==> config.mk <==
export PLATFORM = sky130hd
export DESIGN_NAME = servo_instruction_packet_framer
export DESIGN_NICKNAME = d
export VERILOG_FILES = /design/src/hw/rtl/sipf_pkg.sv /design/src/hw/rtl/sipf_front.sv /design/src/hw/rtl/sipf_queue.sv /design/src/hw/rtl/sipf_back.sv /design/src/hw/rtl/servo_instruction_packet_framer.sv
export SDC_FILE = /design/constraint.sdc
export NUM_CORES = 1
export LEC_CHECK = 0
export ABC_AREA = 1
export BUFFER_PORTS_ARGS = -buffer_cell sky130_fd_sc_hd__buf_2
export CORE_MARGIN = 2
export CORE_UTILIZATION = 25
export CTS_BUF_LIST = sky130_fd_sc_hd__clkbuf_8 sky130_fd_sc_hd__clkbuf_16
export CTS_CLUSTER_SIZE = 25
export DETAILED_ROUTE_END_ITERATION = 16
export GPL_ROUTABILITY_DRIVEN = 0
export SYNTH_ARGS = -nofsm -noshare
export SYNTH_HDL_FRONTEND = slang
export SYNTH_SLANG_ARGS = --single-unit
export TNS_END_PERCENT = 1
==> constraint.sdc <==
create_clock -name i_clk -period 8.37 [get_ports i_clk]
set_input_delay 1.674 -clock i_clk [delete_from_list [all_inputs] [get_ports i_clk]]
set_output_delay 1.674 -clock i_clk [all_outputs]
set_load 0.005 [all_outputs]
==> src/hw/rtl/sipf_pkg.sv <==
// ----------------------------------------------------------------------------
// sipf_pkg
// shared types and constants of the servo instruction packet framer
// ----------------------------------------------------------------------------
`default_nettype none

package sipf_pkg;

    // packet format
    localparam int unsigned MAX_PARAMS   = 16;
    localparam logic [4:0]  MAX_COUNT    = 5'(MAX_PARAMS);
    localparam logic [7:0]  SYNC_BYTE    = 8'hFF;
    localparam logic [7:0]  WRITE_INST   = 8'd3;
    localparam logic [7:0]  LEN_OVERHEAD = 8'd2;
    localparam logic [4:0]  PKT_OVERHEAD = 5'd6;
    localparam logic [7:0]  REJECT_BYTE  = 8'h00;

    // configuration
    localparam logic [7:0]  LIMIT_RESET    = 8'd6;
    localparam logic        REG_PROT_LIMIT = 1'b0;

    // command queue
    localparam int unsigned QUEUE_DEPTH = 4;

    // byte positions inside one framed packet
    typedef logic [2:0] t_step;
    localparam t_step STEP_SYNC0 = 3'd0;
    localparam t_step STEP_SYNC1 = 3'd1;
    localparam t_step STEP_ID    = 3'd2;
    localparam t_step STEP_LEN   = 3'd3;
    localparam t_step STEP_INST  = 3'd4;
    localparam t_step STEP_PARAM = 3'd5;
    localparam t_step STEP_TAIL  = 3'd6;

    typedef enum logic [1:0] {
        CMD_HEADER,
        CMD_PARAM,
        CMD_REJECT
    } t_cmd_kind;

    // one classified item, ready for the byte sequencer
    typedef struct packed {
        t_cmd_kind  kind;
        logic [7:0] id;
        logic [7:0] len;
        logic [7:0] inst;
        logic [7:0] pb;
        logic       with_param;
        logic       with_sum;
        logic [7:0] sum;
        logic [4:0] pkt_len;
    } t_cmd;

    typedef struct packed {
        logic valid;
        t_cmd cmd;
    } t_q_head;

endpackage

`default_nettype wire

==> src/hw/rtl/sipf_front.sv <==
// ----------------------------------------------------------------------------
// sipf_front
// accepts items, tracks packet state and classifies each item not being dropped into a command
// ----------------------------------------------------------------------------
`default_nettype none

module sipf_front (
    input  wire logic              i_clk,
    input  wire logic              i_rst_n,
    input  wire logic              i_valid,
    output logic                   o_ready,
    input  wire logic [7:0]        i_target_id,
    input  wire logic [7:0]        i_instruction,
    input  wire logic [4:0]        i_param_count,
    input  wire logic [7:0]        i_param_byte,
    input  wire logic [7:0]        i_limit,
    input  wire logic              i_q_full,
    output logic                   o_push,
    output sipf_pkg::t_cmd         o_cmd
);

    logic       r_in_packet, n_in_packet;
    logic       r_dropping,  n_dropping;
    logic [4:0] r_params_left, n_params_left;
    logic [7:0] r_sum, n_sum;
    logic [4:0] r_latched, n_latched;

    logic       accept;
    logic [4:0] cnt;
    logic [4:0] cnt_m1;
    logic [7:0] len;
    logic [7:0] sum_hdr;
    logic [7:0] sum_first;
    logic [7:0] sum_next;
    logic [4:0] left_m1;
    logic       reject;

    // while dropping nothing is queued, so the queue cannot stall us
    assign o_ready = r_dropping | ~i_q_full;
    assign accept  = i_valid & o_ready;

    assign cnt       = (i_param_count > sipf_pkg::MAX_COUNT) ? sipf_pkg::MAX_COUNT
                                                             : i_param_count;
    assign cnt_m1    = cnt - 5'd1;
    assign len       = {3'b000, cnt} + sipf_pkg::LEN_OVERHEAD;
    assign sum_hdr   = i_target_id + len + i_instruction;
    assign sum_first = sum_hdr + i_param_byte;
    assign sum_next  = r_sum + i_param_byte;
    assign left_m1   = r_params_left - 5'd1;
    assign reject    = (cnt != 5'd0) && (i_instruction == sipf_pkg::WRITE_INST)
                       && (i_param_byte < i_limit);

    always_comb begin
        n_in_packet   = r_in_packet;
        n_dropping    = r_dropping;
        n_params_left = r_params_left;
        n_sum         = r_sum;
        n_latched     = r_latched;
        o_push        = 1'b0;

        o_cmd            = '0;
        o_cmd.kind       = sipf_pkg::CMD_PARAM;
        o_cmd.id         = i_target_id;
        o_cmd.len        = len;
        o_cmd.inst       = i_instruction;
        o_cmd.pb         = i_param_byte;
        o_cmd.with_param = 1'b1;

        if (accept) begin
            if (!r_in_packet) begin
                n_latched = cnt;
                o_push    = 1'b1;
                if (reject) begin
                    o_cmd.kind    = sipf_pkg::CMD_REJECT;
                    n_params_left = cnt_m1;
                    n_in_packet   = (cnt_m1 != 5'd0);
                    n_dropping    = (cnt_m1 != 5'd0);
                end else begin
                    o_cmd.kind    = sipf_pkg::CMD_HEADER;
                    o_cmd.pkt_len = cnt + sipf_pkg::PKT_OVERHEAD;
                    n_dropping    = 1'b0;
                    if (cnt == 5'd0) begin
                        o_cmd.with_param = 1'b0;
                        o_cmd.with_sum   = 1'b1;
                        o_cmd.sum        = ~sum_hdr;
                        n_sum            = sum_hdr;
                        n_in_packet      = 1'b0;
                        n_params_left    = 5'd0;
                    end else begin
                        n_sum         = sum_first;
                        n_params_left = cnt_m1;
                        o_cmd.sum     = ~sum_first;
                        if (cnt_m1 == 5'd0) begin
                            o_cmd.with_sum = 1'b1;
                            n_in_packet    = 1'b0;
                        end else begin
                            n_in_packet = 1'b1;
                        end
                    end
                end
            end else if (r_dropping) begin
                if (r_params_left != 5'd0) begin
                    n_params_left = left_m1;
                end
                if (r_params_left <= 5'd1) begin
                    n_in_packet = 1'b0;
                    n_dropping  = 1'b0;
                end
            end else begin
                o_push        = 1'b1;
                o_cmd.kind    = sipf_pkg::CMD_PARAM;
                o_cmd.sum     = ~sum_next;
                o_cmd.pkt_len = r_latched + sipf_pkg::PKT_OVERHEAD;
                n_sum         = sum_next;
                if (r_params_left != 5'd0) begin
                    n_params_left = left_m1;
                end
                if (r_params_left <= 5'd1) begin
                    o_cmd.with_sum = 1'b1;
                    n_in_packet    = 1'b0;
                    n_dropping     = 1'b0;
                    n_params_left  = 5'd0;
                end
            end
        end
    end

    always_ff @(posedge i_clk) begin
        if (!i_rst_n) begin
            r_in_packet   <= 1'b0;
            r_dropping    <= 1'b0;
            r_params_left <= 5'd0;
            r_sum         <= 8'd0;
            r_latched     <= 5'd0;
        end else begin
            r_in_packet   <= n_in_packet;
            r_dropping    <= n_dropping;
            r_params_left <= n_params_left;
            r_sum         <= n_sum;
            r_latched     <= n_latched;
        end
    end

endmodule

`default_nettype wire

==> src/hw/rtl/sipf_queue.sv <==
// ----------------------------------------------------------------------------
// sipf_queue
// small command fifo between the front and the byte sequencer
// ----------------------------------------------------------------------------
`default_nettype none

module sipf_queue #(
    parameter int unsigned DEPTH = sipf_pkg::QUEUE_DEPTH
) (
    input  wire logic             i_clk,
    input  wire logic             i_rst_n,
    input  wire logic             i_push,
    input  wire sipf_pkg::t_cmd   i_cmd,
    output logic                  o_full,
    input  wire logic             i_pop,
    output sipf_pkg::t_q_head     o_head
);

    localparam int unsigned AW = (DEPTH > 1) ? $clog2(DEPTH) : 1;
    localparam int unsigned CW = $clog2(DEPTH + 1);

    sipf_pkg::t_cmd r_mem [DEPTH];
    logic [AW-1:0]  r_wr, n_wr;
    logic [AW-1:0]  r_rd, n_rd;
    logic [CW-1:0]  r_count, n_count;

    logic do_push;
    logic do_pop;

    assign o_full      = (r_count == CW'(DEPTH));
    assign o_head.valid = (r_count != '0);
    assign o_head.cmd   = r_mem[r_rd];

    assign do_push = i_push & ~o_full;
    assign do_pop  = i_pop & o_head.valid;

    always_comb begin
        n_wr    = r_wr;
        n_rd    = r_rd;
        n_count = r_count;
        if (do_push) begin
            n_wr = (r_wr == AW'(DEPTH - 1)) ? '0 : r_wr + AW'(1);
        end
        if (do_pop) begin
            n_rd = (r_rd == AW'(DEPTH - 1)) ? '0 : r_rd + AW'(1);
        end
        case ({do_push, do_pop})
            2'b10:   n_count = r_count + CW'(1);
            2'b01:   n_count = r_count - CW'(1);
            default: n_count = r_count;
        endcase
    end

    always_ff @(posedge i_clk) begin
        if (!i_rst_n) begin
            r_wr    <= '0;
            r_rd    <= '0;
            r_count <= '0;
        end else begin
            r_wr    <= n_wr;
            r_rd    <= n_rd;
            r_count <= n_count;
        end
    end

    always_ff @(posedge i_clk) begin
        if (do_push) begin
            r_mem[r_wr] <= i_cmd;
        end
    end

endmodule

`default_nettype wire

==> src/hw/rtl/sipf_back.sv <==
// ----------------------------------------------------------------------------
// sipf_back
// byte sequencer: while i_ready allows, expands each command into framed bytes, one per cycle
// ----------------------------------------------------------------------------
`default_nettype none

module sipf_back (
    input  wire logic              i_clk,
    input  wire logic              i_rst_n,
    input  wire sipf_pkg::t_q_head i_head,
    output logic                   o_pop,
    output logic                   o_valid,
    input  wire logic              i_ready,
    output logic [7:0]             o_tx_byte,
    output logic                   o_last,
    output logic                   o_rejected,
    output logic [4:0]             o_packet_length
);

    logic             r_busy, n_busy;
    sipf_pkg::t_step  r_step, n_step;
    logic             r_out_valid, n_out_valid;
    logic [7:0]       r_byte;
    logic             r_last;
    logic             r_rej;
    logic [4:0]       r_len;

    logic             load;
    sipf_pkg::t_step  cur_step;
    sipf_pkg::t_step  end_step;
    logic             is_sum;
    logic             done;
    logic [7:0]       nx_byte;
    logic             nx_last;
    logic             nx_rej;
    logic [4:0]       nx_len;

    sipf_pkg::t_cmd cmd;
    assign cmd = i_head.cmd;

    // output stage takes a new byte when empty or being drained
    assign load = ~r_out_valid | i_ready;

    assign cur_step = r_busy ? r_step
                    : ((cmd.kind == sipf_pkg::CMD_PARAM) ? sipf_pkg::STEP_PARAM
                                                         : sipf_pkg::STEP_SYNC0);
    assign end_step = (cmd.with_sum && cmd.with_param) ? sipf_pkg::STEP_TAIL
                                                       : sipf_pkg::STEP_PARAM;
    assign is_sum = cmd.with_sum &&
                    ((cur_step == sipf_pkg::STEP_TAIL) ||
                     ((cur_step == sipf_pkg::STEP_PARAM) && !cmd.with_param));

    always_comb begin
        nx_byte = sipf_pkg::SYNC_BYTE;
        nx_last = is_sum;
        nx_rej  = 1'b0;
        nx_len  = is_sum ? cmd.pkt_len : 5'd0;
        done    = (cur_step == end_step);
        case (cmd.kind)
            sipf_pkg::CMD_REJECT: begin
                nx_byte = sipf_pkg::REJECT_BYTE;
                nx_last = 1'b1;
                nx_rej  = 1'b1;
                nx_len  = 5'd0;
                done    = 1'b1;
            end
            default: begin
                case (cur_step)
                    sipf_pkg::STEP_SYNC0: nx_byte = sipf_pkg::SYNC_BYTE;
                    sipf_pkg::STEP_SYNC1: nx_byte = sipf_pkg::SYNC_BYTE;
                    sipf_pkg::STEP_ID:    nx_byte = cmd.id;
                    sipf_pkg::STEP_LEN:   nx_byte = cmd.len;
                    sipf_pkg::STEP_INST:  nx_byte = cmd.inst;
                    sipf_pkg::STEP_PARAM: nx_byte = cmd.with_param ? cmd.pb : cmd.sum;
                    default:              nx_byte = cmd.sum;
                endcase
            end
        endcase
    end

    assign o_pop = load & i_head.valid & done;

    always_comb begin
        n_busy      = r_busy;
        n_step      = r_step;
        n_out_valid = r_out_valid;
        if (load) begin
            n_out_valid = i_head.valid;
            if (i_head.valid) begin
                n_busy = ~done;
                n_step = cur_step + 3'd1;
            end
        end
    end

    always_ff @(posedge i_clk) begin
        if (!i_rst_n) begin
            r_busy      <= 1'b0;
            r_step      <= sipf_pkg::STEP_SYNC0;
            r_out_valid <= 1'b0;
        end else begin
            r_busy      <= n_busy;
            r_step      <= n_step;
            r_out_valid <= n_out_valid;
        end
    end

    always_ff @(posedge i_clk) begin
        if (load && i_head.valid) begin
            r_byte <= nx_byte;
            r_last <= nx_last;
            r_rej  <= nx_rej;
            r_len  <= nx_len;
        end
    end

    assign o_valid         = r_out_valid;
    assign o_tx_byte       = r_byte;
    assign o_last          = r_last;
    assign o_rejected      = r_rej;
    assign o_packet_length = r_len;

endmodule

`default_nettype wire

==> src/hw/rtl/servo_instruction_packet_framer.sv <==
// ----------------------------------------------------------------------------
// servo_instruction_packet_framer
// frames servo instruction packets: FF FF id len inst params checksum
// ----------------------------------------------------------------------------
// Each input item carries one parameter byte; the first item of a packet also
// supplies the target id, instruction and parameter count (saturated at 16).
// The block sends FF FF id len inst params checksum on the output, with
// len = count+2 and checksum = ~(id+len+inst+params). A write (instruction 3)
// whose first parameter is below protected_address_limit is refused: a single
// marker byte (0, last and rejected set) goes out and the rest of that packet's
// items are swallowed. A count of zero makes the first item alone produce the
// whole six-byte packet. Input items are accepted one per cycle while the
// command queue has room; the output runs at one byte per cycle while i_ready
// allows. A first item yields the sync bytes, id, len, inst and its parameter,
// and every later item its parameter; the last item adds the checksum. An
// accepted item that is not swallowed is written into the queue, and its first byte is then
// loaded into the output register once the sequencer and the output can take it.
// ----------------------------------------------------------------------------
`default_nettype none

module servo_instruction_packet_framer #(
    parameter int unsigned QUEUE_DEPTH = sipf_pkg::QUEUE_DEPTH
) (
    input  wire logic        i_clk,
    input  wire logic        i_rst_n,

    // item input
    input  wire logic        i_valid,
    output logic             o_ready,
    input  wire logic [7:0]  i_target_id,
    input  wire logic [7:0]  i_instruction,
    input  wire logic [4:0]  i_param_count,
    input  wire logic [7:0]  i_param_byte,

    // byte output
    output logic             o_valid,
    input  wire logic        i_ready,
    output logic [7:0]       o_tx_byte,
    output logic             o_last,
    output logic             o_rejected,
    output logic [4:0]       o_packet_length,

    // register port
    input  wire logic        psel,
    input  wire logic        penable,
    input  wire logic        pwrite,
    input  wire logic [2:0]  paddr,
    input  wire logic [31:0] pwdata,
    output logic [31:0]      prdata,
    output logic             pready
);

    // protected address limit register
    logic [7:0] r_limit, n_limit;
    logic       cfg_wr;

    assign pready = 1'b1;
    assign cfg_wr = psel & penable & pwrite & pready;

    always_comb begin
        n_limit = r_limit;
        if (cfg_wr && (paddr[2] == sipf_pkg::REG_PROT_LIMIT)) begin
            n_limit = pwdata[7:0];
        end
    end

    always_ff @(posedge i_clk) begin
        if (!i_rst_n) begin
            r_limit <= sipf_pkg::LIMIT_RESET;
        end else begin
            r_limit <= n_limit;
        end
    end

    assign prdata = (paddr[2] == sipf_pkg::REG_PROT_LIMIT) ? {24'd0, r_limit} : 32'd0;

    // front: classify items into commands
    logic              q_full;
    logic              q_push;
    sipf_pkg::t_cmd    q_cmd;
    sipf_pkg::t_q_head q_head;
    logic              q_pop;

    sipf_front u_front (
        .i_clk         (i_clk),
        .i_rst_n       (i_rst_n),
        .i_valid       (i_valid),
        .o_ready       (o_ready),
        .i_target_id   (i_target_id),
        .i_instruction (i_instruction),
        .i_param_count (i_param_count),
        .i_param_byte  (i_param_byte),
        .i_limit       (r_limit),
        .i_q_full      (q_full),
        .o_push        (q_push),
        .o_cmd         (q_cmd)
    );

    // queue: decouples item intake from byte output
    sipf_queue #(
        .DEPTH (QUEUE_DEPTH)
    ) u_queue (
        .i_clk   (i_clk),
        .i_rst_n (i_rst_n),
        .i_push  (q_push),
        .i_cmd   (q_cmd),
        .o_full  (q_full),
        .i_pop   (q_pop),
        .o_head  (q_head)
    );

    // back: expand commands into framed bytes
    sipf_back u_back (
        .i_clk           (i_clk),
        .i_rst_n         (i_rst_n),
        .i_head          (q_head),
        .o_pop           (q_pop),
        .o_valid         (o_valid),
        .i_ready         (i_ready),
        .o_tx_byte       (o_tx_byte),
        .o_last          (o_last),
        .o_rejected      (o_rejected),
        .o_packet_length (o_packet_length)
    );

    // a command is never pushed into a full queue
    a_no_overflow: assert property (@(posedge i_clk) disable iff (!i_rst_n)
        q_push |-> !q_full)
        else $error("command pushed into full queue");

    // the reject marker ends a packet and carries no length
    a_reject_marker: assert property (@(posedge i_clk) disable iff (!i_rst_n)
        (o_valid && o_rejected) |-> (o_last && o_packet_length == 5'd0
                                     && o_tx_byte == sipf_pkg::REJECT_BYTE))
        else $error("malformed reject marker");

    // a checksum byte always reports at least the fixed overhead
    a_sum_length: assert property (@(posedge i_clk) disable iff (!i_rst_n)
        (o_valid && o_last && !o_rejected) |-> (o_packet_length >= sipf_pkg::PKT_OVERHEAD))
        else $error("checksum byte with short packet length");

endmodule

`default_nettype wire
* Word-level counts from Yosys, hierarchy flattened *
Memory sizes are Yosys's and may differ from the RTL's. A register that Yosys moved wholly into a read port is not among the register bits.
Cells that the tools add are included.

storage, ports and cells
  flip-flop bits (word level) = 55
  bits in writable memories = 188
  input port bits = 71
  logic and storage cells = 140
  memories = 1

memories
  memory         depth  width  rd ports  clocked after Yosys merged registers in  wr ports  RTL line          source
  u_queue.r_mem  4      47     1         1                                        1         sipf_queue.sv:22  sipf_pkg::t_cmd r_mem [DEPTH];

operators by class
  $add $sub $neg = 14
  magnitude comparators = 3
  eq/ne operators = 17
  mux-type cells = 49
  bitwise operators = 18
  reduce and logical (&&, ||, !) cells = 22

operators by type and width
  cell                 number
  $mux 8               6
  $pmux 8 s5           1
  $mux 5               7
  $add 8x8->8          4
  $mux 15              2
  $mux 14              2
  $not 8->8            3
  $mux 1               19
  $mux 2               8
  $reduce_bool 5->1    3
  $eq 3x3->1 const B   4
  $add 5x3->5 const B  2
  $logic_not 5->1      2
  $sub 5x1->5 const B  2
  $mux 9               1
  $eq 2x2->1 const B   4
  $eq 8x2->1 const B   1
  $lt 8x8->1           1
  $and 1x1->1          7
  $logic_and 1x1->1    7
  $add 3x1->3 const B  2
  $add 5x2->6 const B  1
  $eq 3x2->1 const B   2
  $mux 3               2
  other kinds (20)     30

* Depth between registers and ports, before layout *
  depth after elaboration = 11
  depth in mapped cells = 27

* Cells and area by module *
A second synthesis with hierarchy kept.

second synthesis, totals
  cell total of the unflattened synthesis = 1328
  area, all modules = 12823.5 µm²

modules (own cells, without submodules)
  module                           times used  cells each  area each (µm²)
  sipf_queue                       1           544         7753.7
  sipf_front                       1           498         3109.2
  sipf_back                        1           189         1306.3
  servo_instruction_packet_framer  1           97          654.4

* Least setup slack after synthesis *
Ideal clock, no wire load.

  path kind = input to register
  start = input i_param_count[1]
  end = register u_front.r_sum[6]
  library setup time = 0.125 ns
  arrival = 5.177 ns
  required time = 8.245 ns
  path slack = 3.068 ns
  cell stages on the path = 22
  cell sequence = inv_1 nand2_1 nor3_1 o21ai_0 inv_1 ha_1 xor2_1 fa_1 ha_1 nand2_1 nand3_1 xnor2_1 inv_1 ha_1 nand2_1 or2_2 nand3_1 nand2_1 nand3_1 nand3_1 a21oi_1 nor2_1

RTL lines
  element                 RTL line                               source
  start: declaration      servo_instruction_packet_framer.sv:32  input wire logic [4:0] i_param_count,
  end signal: assignment  sipf_front.sv:139                      r_sum <= n_sum;
  end: declaration        sipf_front.sv:25                       logic [7:0] r_sum, n_sum;

==> flow_summary.toml <==
[grt]
grt.busiest_layer = "met2"
use_met3_pct = 1.27
grt_pass1_vias = 7941
grt_overflow = 0
antenna_found_initial = 0
grt_max_degree = 95
met2_usage_pct = 19.0
grt_usage_pct = 11.6
grt_pass1_wl_um = 45400
use_met1_pct = 16.6

[clock_network]
cts_buffers = 26
clock_latency_ns = 0.54
numClockSinks = 245
post-cts-setup-buffers = 0
cts_hold_buffers = 0
cts_tree = "built"
ctsLongestPathBuffers = 3
htreeDepth = 1
cts_resized = 0
cts-root-buf = "clkbuf_16"
path_clk_slew_ns = 0.06

[synthesis]
synth_area_leaders = "edfxtp_1, dfxtp_1, nand2_1"
synthArstFlopShare_pct = 0
synth_cells = 1205
synth-seq-cells = 245
synth_cell_types = 49
netlist.area_leader.share_pct = 50.9
synth_top_cell_by_area = "edfxtp_1"
ys_seq_area_share_pct = 57.9
avgSynthCellArea_um2 = 9.94
netlist_area_um2 = 12000
synthFlopType = "edfxtp_1"
yosysWarnings = 0
synth-edff-count = 203

[final_layout]
nFillCells = 4894
final_common_cell = "nand2_1"
drive_gt1_share_pct = 11.0
final_cell_mix = "nand2_1, edfxtp_1, nor2_1"
antenna_cells = 0
fin_nets = 1398
final_util_pct = 28.9
synthToLayoutAreaGrowth_pct = 14.7

[timing]
clock.fmax_mhz = 171
slew-limit-headroom_pct = 24.8
skew_ns = 0.0250
hold_violations = 0
drv_slew = 0
timing.setup.tns_ns = 0
tightest_slew_ns = 1.12
rsz0062_at_grt = "no"
layout_min_cycle_time_ns = 5.84
setup_violations = 0
period_share_pct = 69.8

[die]
dieArea_um2 = 49700
dieHeight_um = 223
io-pin-count = 121
die_w_um = 223
initial_core_util_pct = 25.2
fp-row-count = 80
coreArea_um2 = 47500

[critical_path]
rrSetupSlack_ns = 4.10
critPathArrivalTime_ns = 6.14
critPathMaxFanout = 6
endpoint_kind = "register"
timing.rr.end = "u_queue.r_count[2]"
r2r_cells = 16
critPathRequiredTime_ns = 8.67
crit_type = "in -> reg"
cp-start-kind = "primary input"

[drt]
num_vias = 8495
drtIter0Drc = 658
drc_errors = 0
ant_nets = 0
vias_per_cell = 4.46
avgRoutedWirePerCell_um = 15.3
wirelength_um = 29200
first_pass_iters = 5

[placed_design]
dpl.hpwl_um = 19200
io_buffers = 69

[power_and_ir_drop]
power.leakage_uw = 0.00548
power_density_nw_per_um2 = 300
power_uw = 4120
peakVddDrop_mv = 0.144

[hold_path]
holdCritStartpoint = "r_limit[0]"
hold_depth = 2
hold_path.class = "reg -> reg"
hold_end = "r_limit[0]"

[outcome]
outcome = "finished clean"

[job]
max_cap_viol_count = 0
[cell type report]
cell class,count,area [um2],share of cell area (%)
sequential,245,6940,50.5
multi-input combinational,804,4340,31.6
tap,615,769,5.60
clock buffer,26,651,4.74
inverter,114,428,3.11
timing repair buffer,79,420,3.06
clock inverter,22,188,1.37
[worst max path at each step]
stage                     start                   end  slack [ns]  cells past startpoint
2_1_floorplan  i_param_count[1]      u_front.r_sum[6]        3.07                     22
3_3_place_gp   i_param_count[4]  u_queue.r_mem[2][12]        2.16                     22
3_5_place_dp   i_param_count[4]  u_queue.r_mem[0][11]        2.03                     20
4_1_cts        i_param_count[4]  u_queue.r_mem[0][11]        2.58                     20
5_1_grt        i_param_count[2]  u_queue.r_mem[0][11]        2.17                     22
6_report       i_param_count[4]  u_queue.r_mem[0][11]        2.53                     20
[power by group]
group	internal (uW)	switching (uW)	total, uW	leakage [uW]
combinational	402	903	1310	0.00283
sequential	1600	85.2	1690	0.00222
clock	657	468	1130	0.000427
[layer usage]
metal	wire length (um)	up-vias	part of all wire, %
li1	-	4217	-
met1	13900	4019	47
met2	13500	225	46
met3	1340	34	4.6
met4	523	0	1.8
met5	0	-	0
[worst max-delay path: stages]
cell,delay (ns)
buf_2,0.14
inv_1,0.10
o21ai_0,0.51
inv_1,0.14
ha_1,0.22
xor2_1,0.54
fa_1,0.53
ha_1,0.40
nand2_1,0.12
nand3_1,0.10
xnor2_1,0.15
inv_1,0.10
ha_1,0.37
nand2_1,0.09
or2_2,0.31
nand3_1,0.07
nand2_1,0.05
nand3_1,0.06
nand3_1,0.11
a21oi_1,0.34
[cells in the mapped netlist (2+ instances only)]
| cell | count |
|---|---|
| a211oi_1 | 4 |
| a21oi_1 | 61 |
| a221oi_1 | 2 |
| a31oi_1 | 5 |
| buf_1 | 6 |
| buf_2 | 18 |
| buf_4 | 28 |
| buf_6 | 2 |
| clkbuf_1 | 16 |
| conb_1 | 2 |
| dfxtp_1 | 42 |
| edfxtp_1 | 203 |
| fa_1 | 10 |
| ha_1 | 47 |
| inv_1 | 110 |
| inv_2 | 3 |
| nand2_1 | 214 |
| nand2_2 | 5 |
| nand3_1 | 86 |
| nand3_2 | 2 |
| nand3b_1 | 3 |
| nand4_1 | 10 |
| nor2_1 | 132 |
| nor3_1 | 4 |
| o211ai_1 | 4 |
| o21a_1 | 2 |
| o21ai_0 | 116 |
| o21bai_1 | 2 |
| o22ai_1 | 25 |
| or2_2 | 4 |
| xnor2_1 | 8 |
| xor2_1 | 12 |
[registers in the layout, summed over array words and instances (netlist names), named ones only]
name and flops:
u_back.r_busy 1, u_front.r_params_left 5, u_queue.r_wr 2, u_back.o_rejected 1, u_front.r_latched 5, u_back.o_packet_length 5, u_back.o_valid 1, u_front.r_in_packet 1
u_back.o_tx_byte 8, u_queue.r_rd 2, u_queue.r_count 3, r_limit 8, u_queue.r_mem 188, u_back.r_step 3, u_front.r_sum 8, u_front.r_dropping 1
u_back.o_last 1
[cells by family (layout without fill, tap and decap cells)]
logic type                 count (synthesis)  in the layout  synth area share (%)
other                                      2             30                0.0627
buffers and inverters                    184            241                  6.96
adders and majority gates                 57             57                  6.58
and+or+nand+nor                          466            466                  16.4
muxes                                      1              1                0.0836
xor gates and xnor gates                  20             20                  1.46
AOI/OAI and AO/OA                        230            230                  10.5
DFF                                      245            245                  57.9
[stage by stage]
stage	instance area (um2)	std cells	hold WS [ns]	setup WS [ns]
after floorplan	12100	1233	0.445	3.07
after global placement	12900	1857	0.461	2.16
after detailed placement	12900	1857	0.473	2.03
after CTS	13700	1905	0.482	2.58
after global routing	13700	1905	0.514	2.17
final	13700	1905	0.484	2.53
Power figures use the tool's default switching activity.
